==> src/hdl/ufe_pkg.sv <==
package ufe_pkg;

  localparam int unsigned NODES_DEF = 1024;
  localparam int unsigned NODE_W    = 10;

  // upc values, one per microprogram step
  typedef enum logic [3:0] {
    S_IDLE,
    S_WALK,
    S_CCHK,
    S_CWR,
    S_FDONE,
    S_PHS,
    S_JOIN,
    S_OUT,
    S_LDB,
    S_CLR
  } step_t;

  typedef enum logic [2:0] {
    DP_NOP,
    DP_CLR,
    DP_ACCEPT,
    DP_WALK,
    DP_CCHK,
    DP_CWR,
    DP_LDB,
    DP_JOIN
  } dp_op_t;

  typedef enum logic [2:0] {
    C_ALWAYS,
    C_ACCEPT,
    C_ROOT,
    C_CUR_ROOT,
    C_IS_FIND,
    C_PHASE_B,
    C_OUT_FREE,
    C_CLR_DONE
  } cond_t;

  typedef struct packed {
    dp_op_t op;
    logic   out_ld;
    cond_t  cond;
    step_t  jt;
    step_t  jf;
  } ctl_word_t;

  // condition flags from the datapath
  typedef struct packed {
    logic accept;
    logic root_hit;
    logic cur_root;
    logic is_find;
    logic phase_b;
    logic out_free;
    logic clr_done;
  } flags_t;

  // what the sequencer tells the datapath this cycle
  typedef struct packed {
    dp_op_t op;
    logic   out_ld;
    logic   taken;
  } seq_ctl_t;

endpackage

==> src/hdl/ufe_seq.sv <==
module ufe_seq
  import ufe_pkg::*;
(
  input  logic     clk,
  input  logic     rst_n,
  input  flags_t   flags,
  output seq_ctl_t ctl
);

  step_t     upc_r, upc_nxt;
  ctl_word_t word;
  logic      taken;

  // microprogram ROM
  always_comb begin
    case (upc_r)
      S_IDLE:  word = '{op: DP_ACCEPT, out_ld: 1'b0, cond: C_ACCEPT,   jt: S_WALK,  jf: S_IDLE};
      S_WALK:  word = '{op: DP_WALK,   out_ld: 1'b0, cond: C_ROOT,     jt: S_CCHK,  jf: S_WALK};
      S_CCHK:  word = '{op: DP_CCHK,   out_ld: 1'b0, cond: C_CUR_ROOT, jt: S_FDONE, jf: S_CWR};
      S_CWR:   word = '{op: DP_CWR,    out_ld: 1'b0, cond: C_ALWAYS,   jt: S_CCHK,  jf: S_CCHK};
      S_FDONE: word = '{op: DP_NOP,    out_ld: 1'b0, cond: C_IS_FIND,  jt: S_OUT,   jf: S_PHS};
      S_PHS:   word = '{op: DP_NOP,    out_ld: 1'b0, cond: C_PHASE_B,  jt: S_JOIN,  jf: S_LDB};
      S_JOIN:  word = '{op: DP_JOIN,   out_ld: 1'b0, cond: C_ALWAYS,   jt: S_OUT,   jf: S_OUT};
      S_OUT:   word = '{op: DP_NOP,    out_ld: 1'b1, cond: C_OUT_FREE, jt: S_IDLE,  jf: S_OUT};
      S_LDB:   word = '{op: DP_LDB,    out_ld: 1'b0, cond: C_ALWAYS,   jt: S_WALK,  jf: S_WALK};
      S_CLR:   word = '{op: DP_CLR,    out_ld: 1'b0, cond: C_CLR_DONE, jt: S_IDLE,  jf: S_CLR};
      default: word = '{op: DP_NOP,    out_ld: 1'b0, cond: C_ALWAYS,   jt: S_IDLE,  jf: S_IDLE};
    endcase
  end

  always_comb begin
    case (word.cond)
      C_ALWAYS:   taken = 1'b1;
      C_ACCEPT:   taken = flags.accept;
      C_ROOT:     taken = flags.root_hit;
      C_CUR_ROOT: taken = flags.cur_root;
      C_IS_FIND:  taken = flags.is_find;
      C_PHASE_B:  taken = flags.phase_b;
      C_OUT_FREE: taken = flags.out_free;
      C_CLR_DONE: taken = flags.clr_done;
      default:    taken = 1'b0;
    endcase
    upc_nxt    = taken ? word.jt : word.jf;
    ctl.op     = word.op;
    ctl.out_ld = word.out_ld;
    ctl.taken  = taken;
  end

  always_ff @(posedge clk) begin
    if (!rst_n) begin
      upc_r <= S_CLR;
    end else begin
      upc_r <= upc_nxt;
    end
  end

endmodule

==> config.mk <==
export PLATFORM = sky130hd
export DESIGN_NAME = ufe_seq
export DESIGN_NICKNAME = d
export VERILOG_FILES = /design/src/hdl/ufe_pkg.sv /design/src/hdl/ufe_seq.sv
export SDC_FILE = /design/constraint.sdc
export NUM_CORES = 1
export LEC_CHECK = 0
export BUFFER_PORTS_ARGS = -buffer_cell sky130_fd_sc_hd__buf_2
export CAP_MARGIN = 20
export CELL_PAD_IN_SITES_DETAIL_PLACEMENT = 1
export CELL_PAD_IN_SITES_GLOBAL_PLACEMENT = 1
export CORE_AREA = 2 2 49 51
export DETAILED_ROUTE_END_ITERATION = 16
export DIE_AREA = 0 0 51 53
export HOLD_SLACK_MARGIN = 0.06
export PLACE_DENSITY_LB_ADDON = 0.12
export SKIP_CTS_REPAIR_TIMING = 1
export SYNTH_ARGS = -nofsm -noshare
export SYNTH_HDL_FRONTEND = slang
export SYNTH_SLANG_ARGS = --single-unit
export TNS_END_PERCENT = 1
==> constraint.sdc <==
create_clock -name clk -period 5.7 [get_ports clk]
set_input_delay 0.285 -clock clk [delete_from_list [all_inputs] [get_ports clk]]
set_output_delay 0.285 -clock clk [all_outputs]
set_load 0.05 [all_outputs]
==> flow_metrics.env <==
export IMPL_synth_warnings=0
export IMPL_tightest_slew_ns=0.541
export IMPL_diodes=0
export IMPL_drc=0
export IMPL_synth_top_area_share_pct=33.9
export IMPL_grt_pass1_wl_um=3110
export IMPL_dieArea_um2=2700
export IMPL_critPathRequiredTime_ns=5.89
export IMPL_path_cells="mux2i_1, o22ai_2, nor2_4, mux2_4, ha_1, nand2_1, o21ai_0, a21o_1"
export IMPL_grt_use_total_pct=16.3
export IMPL_synth_common_cells="dfxtp_1 (14), nand2_1 (10), ha_1 (6)"
export IMPL_avgSynthCellArea_um2=9.83
export IMPL_max_slew_margin_rel_pct=63.7
export IMPL_seqCellArea_um2=280
export IMPL_dpl_hpwl_um=1400
export IMPL_drtIter0Drc=5
export IMPL_vias_per_cell=5.06
export IMPL_synth_edff_count=0
export IMPL_yosysSeqAreaShare_pct=33.9
export IMPL_seqPwrFrac_pct=28.9
export IMPL_internal_power_mw=0.293
export IMPL_insertion_delay_ns=0.29
export IMPL_syn_num_nets=99
export IMPL_outcome="completed"
export IMPL_min_from="rst_n"
export IMPL_synthTopCellsByArea="dfxtp_1 (34%), ha_1 (9.1%), mux2i_4 (5.5%), mux2i_1 (4.8%), buf_4 (4.5%)"
export IMPL_slowest_delay_ns=0.47
export IMPL_pin_count=14
export IMPL_io_buffers=13
export IMPL_grt_overflow=0
export IMPL_synth_cell_type_count=34
export IMPL_critPathKind="flop to flop"
export IMPL_critPathMaxFanout=7
export IMPL_die_height_um=53
export IMPL_rsz0062_at_grt="false"
export IMPL_drv_slew=0
export IMPL_crit_path_end_kind="flop"
export IMPL_fin_nets=112
export IMPL_setup_worst_path_start_class="flop"
export IMPL_reg2reg_depth=8
export IMPL_min_period_ns=2.36
export IMPL_power_switching_mw=0.261
export IMPL_cp_arrival_ns=2.56
export IMPL_max_freq_mhz=423
export IMPL_grt_pass1_vias=691
export IMPL_hold_path_end="word[5]$_SDFF_PP0_"
export IMPL_synth_largest_area_cell="dfxtp_1"
export IMPL_layout_drive_gt1_share_pct=29.2
export IMPL_cts_root_buf="clkbuf_4"
export IMPL_syn_instance_count=84
export IMPL_h_tree_depth=1
export IMPL_cts_tree="done"
export IMPL_synth_ff_latch_count=14
export IMPL_area_growth_pct=12.0
export IMPL_synth_async_reset_ratio_pct=0
export IMPL_n_fill_cell=251
export IMPL_drt_total_wl_um=1840
export IMPL_worstHoldPathType="primary input to flop"
export IMPL_cts_clk_slew_worst_paths_ns=0.09
export IMPL_layout_setup_ws_ns=3.34
export IMPL_core_um2=2150
export IMPL_largest_register_ffs=14
export IMPL_antenna_left=0
export IMPL_cts_buffers_inserted=3
export IMPL_peakVddDrop_v=0.000269
export IMPL_rows=17
export IMPL_grt_max_degree=10
export IMPL_setup_violations=0
export IMPL_fp_dieW_um=51
export IMPL_synth_main_ff_cell="dfxtp_1"
export IMPL_synth_area_um2=826
export IMPL_r2r_end="word[9]$_DFF_P_"
export IMPL_p_sw_share_pct=47.1
export IMPL_reg2reg_from="word[8]$_DFF_P_"
export IMPL_start_util_pct=38.4
export IMPL_pre_cts_ws_ns=3.34
export IMPL_setup_tns_ns=0
export IMPL_vias=628
export IMPL_power_share_clock_pct=13.5
export IMPL_fin_skew_ns=0.00330
export IMPL_reg2reg_slack_ns=3.34
export IMPL_synth_most_common_cell="dfxtp_1"
export IMPL_cts_path_max_buffers=2
export IMPL_p_comb_share_pct=57.6
export IMPL_cts_sinks=14
export IMPL_cellPowerDensity_nw_per_um2=600
export IMPL_antenna_found_initial=0
export IMPL_post_drt_wl_per_cell_um=14.9
export IMPL_drv_cap=0
export IMPL_multi_input_area_um2=489
export IMPL_hold_viol=0
export IMPL_routabilityCongestion=0.773
export IMPL_hold_depth=3
export IMPL_dr_pass1_iters=4
export IMPL_cellLeakagePower_nw=0.419
export IMPL_crit_slowest_cell="dfxtp_1"
export IMPL_fin_crit_sh_pct=41.5
[power by group through the flow]
stage	Clock (mW)	Sequential (mW)	Combinational, mW
after floorplan	0	0.157	0.283
after global placement	0	0.162	0.321
after detailed placement	0	0.163	0.322
after CTS	0.0765	0.161	0.323
after global routing	0.0817	0.166	0.351
final	0.0750	0.160	0.319
[how the worst max path moves through the flow]
stage | depth (start not counted) | start | to | slack (ns)
2_1_floorplan | 8 | word[8]$_DFF_P_ | word[9]$_DFF_P_ | 3.57
3_3_place_gp | 8 | word[8]$_DFF_P_ | word[9]$_DFF_P_ | 3.39
3_5_place_dp | 8 | word[8]$_DFF_P_ | word[9]$_DFF_P_ | 3.34
4_1_cts | 8 | word[8]$_DFF_P_ | word[9]$_DFF_P_ | 3.33
5_1_grt | 8 | word[8]$_DFF_P_ | word[9]$_DFF_P_ | 3.14
6_report | 8 | word[8]$_DFF_P_ | word[9]$_DFF_P_ | 3.34
[worst max-delay path: cells and delay by family, from the launching register on]
| family | cells | cell delay (ns) |
|---|---|---|
| AOI/OAI and AO/OA | 3 | 0.45 |
| adders and majority gates | 1 | 0.27 |
| DFF | 1 | 0.47 |
| muxes | 2 | 0.65 |
| and+or+nand+nor | 2 | 0.42 |
[metrics by stage]
step                hold slack [ns]  cell area [um^2]  std cells  power [mW]  util, %
floorplan                     0.484               826         84       0.440        -
global placement              0.572               888        120       0.482     41.4
detailed placement            0.577               888        120       0.485     41.4
CTS                           0.408               925        124       0.560     43.0
global route                  0.444               925        124       0.598     43.0
finish                        0.403               925        124       0.554     43.0
[cells in the final DEF (no fill, tap or decap), drive strengths merged]
cell	netlist	layout
nor2b	2	2
ha	6	6
o31ai	2	2
o311ai	1	1
nor4b	1	1
mux2	2	2
nand2b	1	1
nor3	1	1
nand3	5	5
a31oi	1	1
a21o	1	1
o211a	1	1
clkbuf	0	4
o21ai	4	4
o211ai	1	1
mux2i	6	6
inv	5	5
and3	1	1
dfxtp	14	14
a211oi	2	2
buf	5	13
nand2	10	10
and2b	1	1
o22ai	2	2
a21oi	1	1
nor2	5	5
a21boi	1	1
nor3b	2	2
[cells by family (layout without fill, tap and decap cells)]
logic type,Yosys count,after routing,synth area share [%]
multiplexers,8,8,13.9
buffers and inverters,10,22,6.82
adder cells (fa/ha/maj),6,6,9.09
AND/OR/NAND/NOR,29,29,19.4
AO/OA/AOI/OAI,17,17,16.8
flip-flops,14,14,33.9
[layer usage]
metal | vias up | routed length [um] | global-route usage (%)
met1 | 292 | 818 | 18.2
met2 | 17 | 912 | 28.6
li1 | 314 | - | -
met5 | - | 0 | 0
met3 | 5 | 61 | 2.54
met4 | 0 | 51 | 10.8
[final cells by class]
class	count	share of cell area (%)
tap	28	3.79
sequential	14	30.3
multi-input combinational	60	52.9
inverter	5	2.03
timing repair buffer	13	7.04
clock buffer	4	3.92
Note: power is estimated with default switching activity, not from simulation.
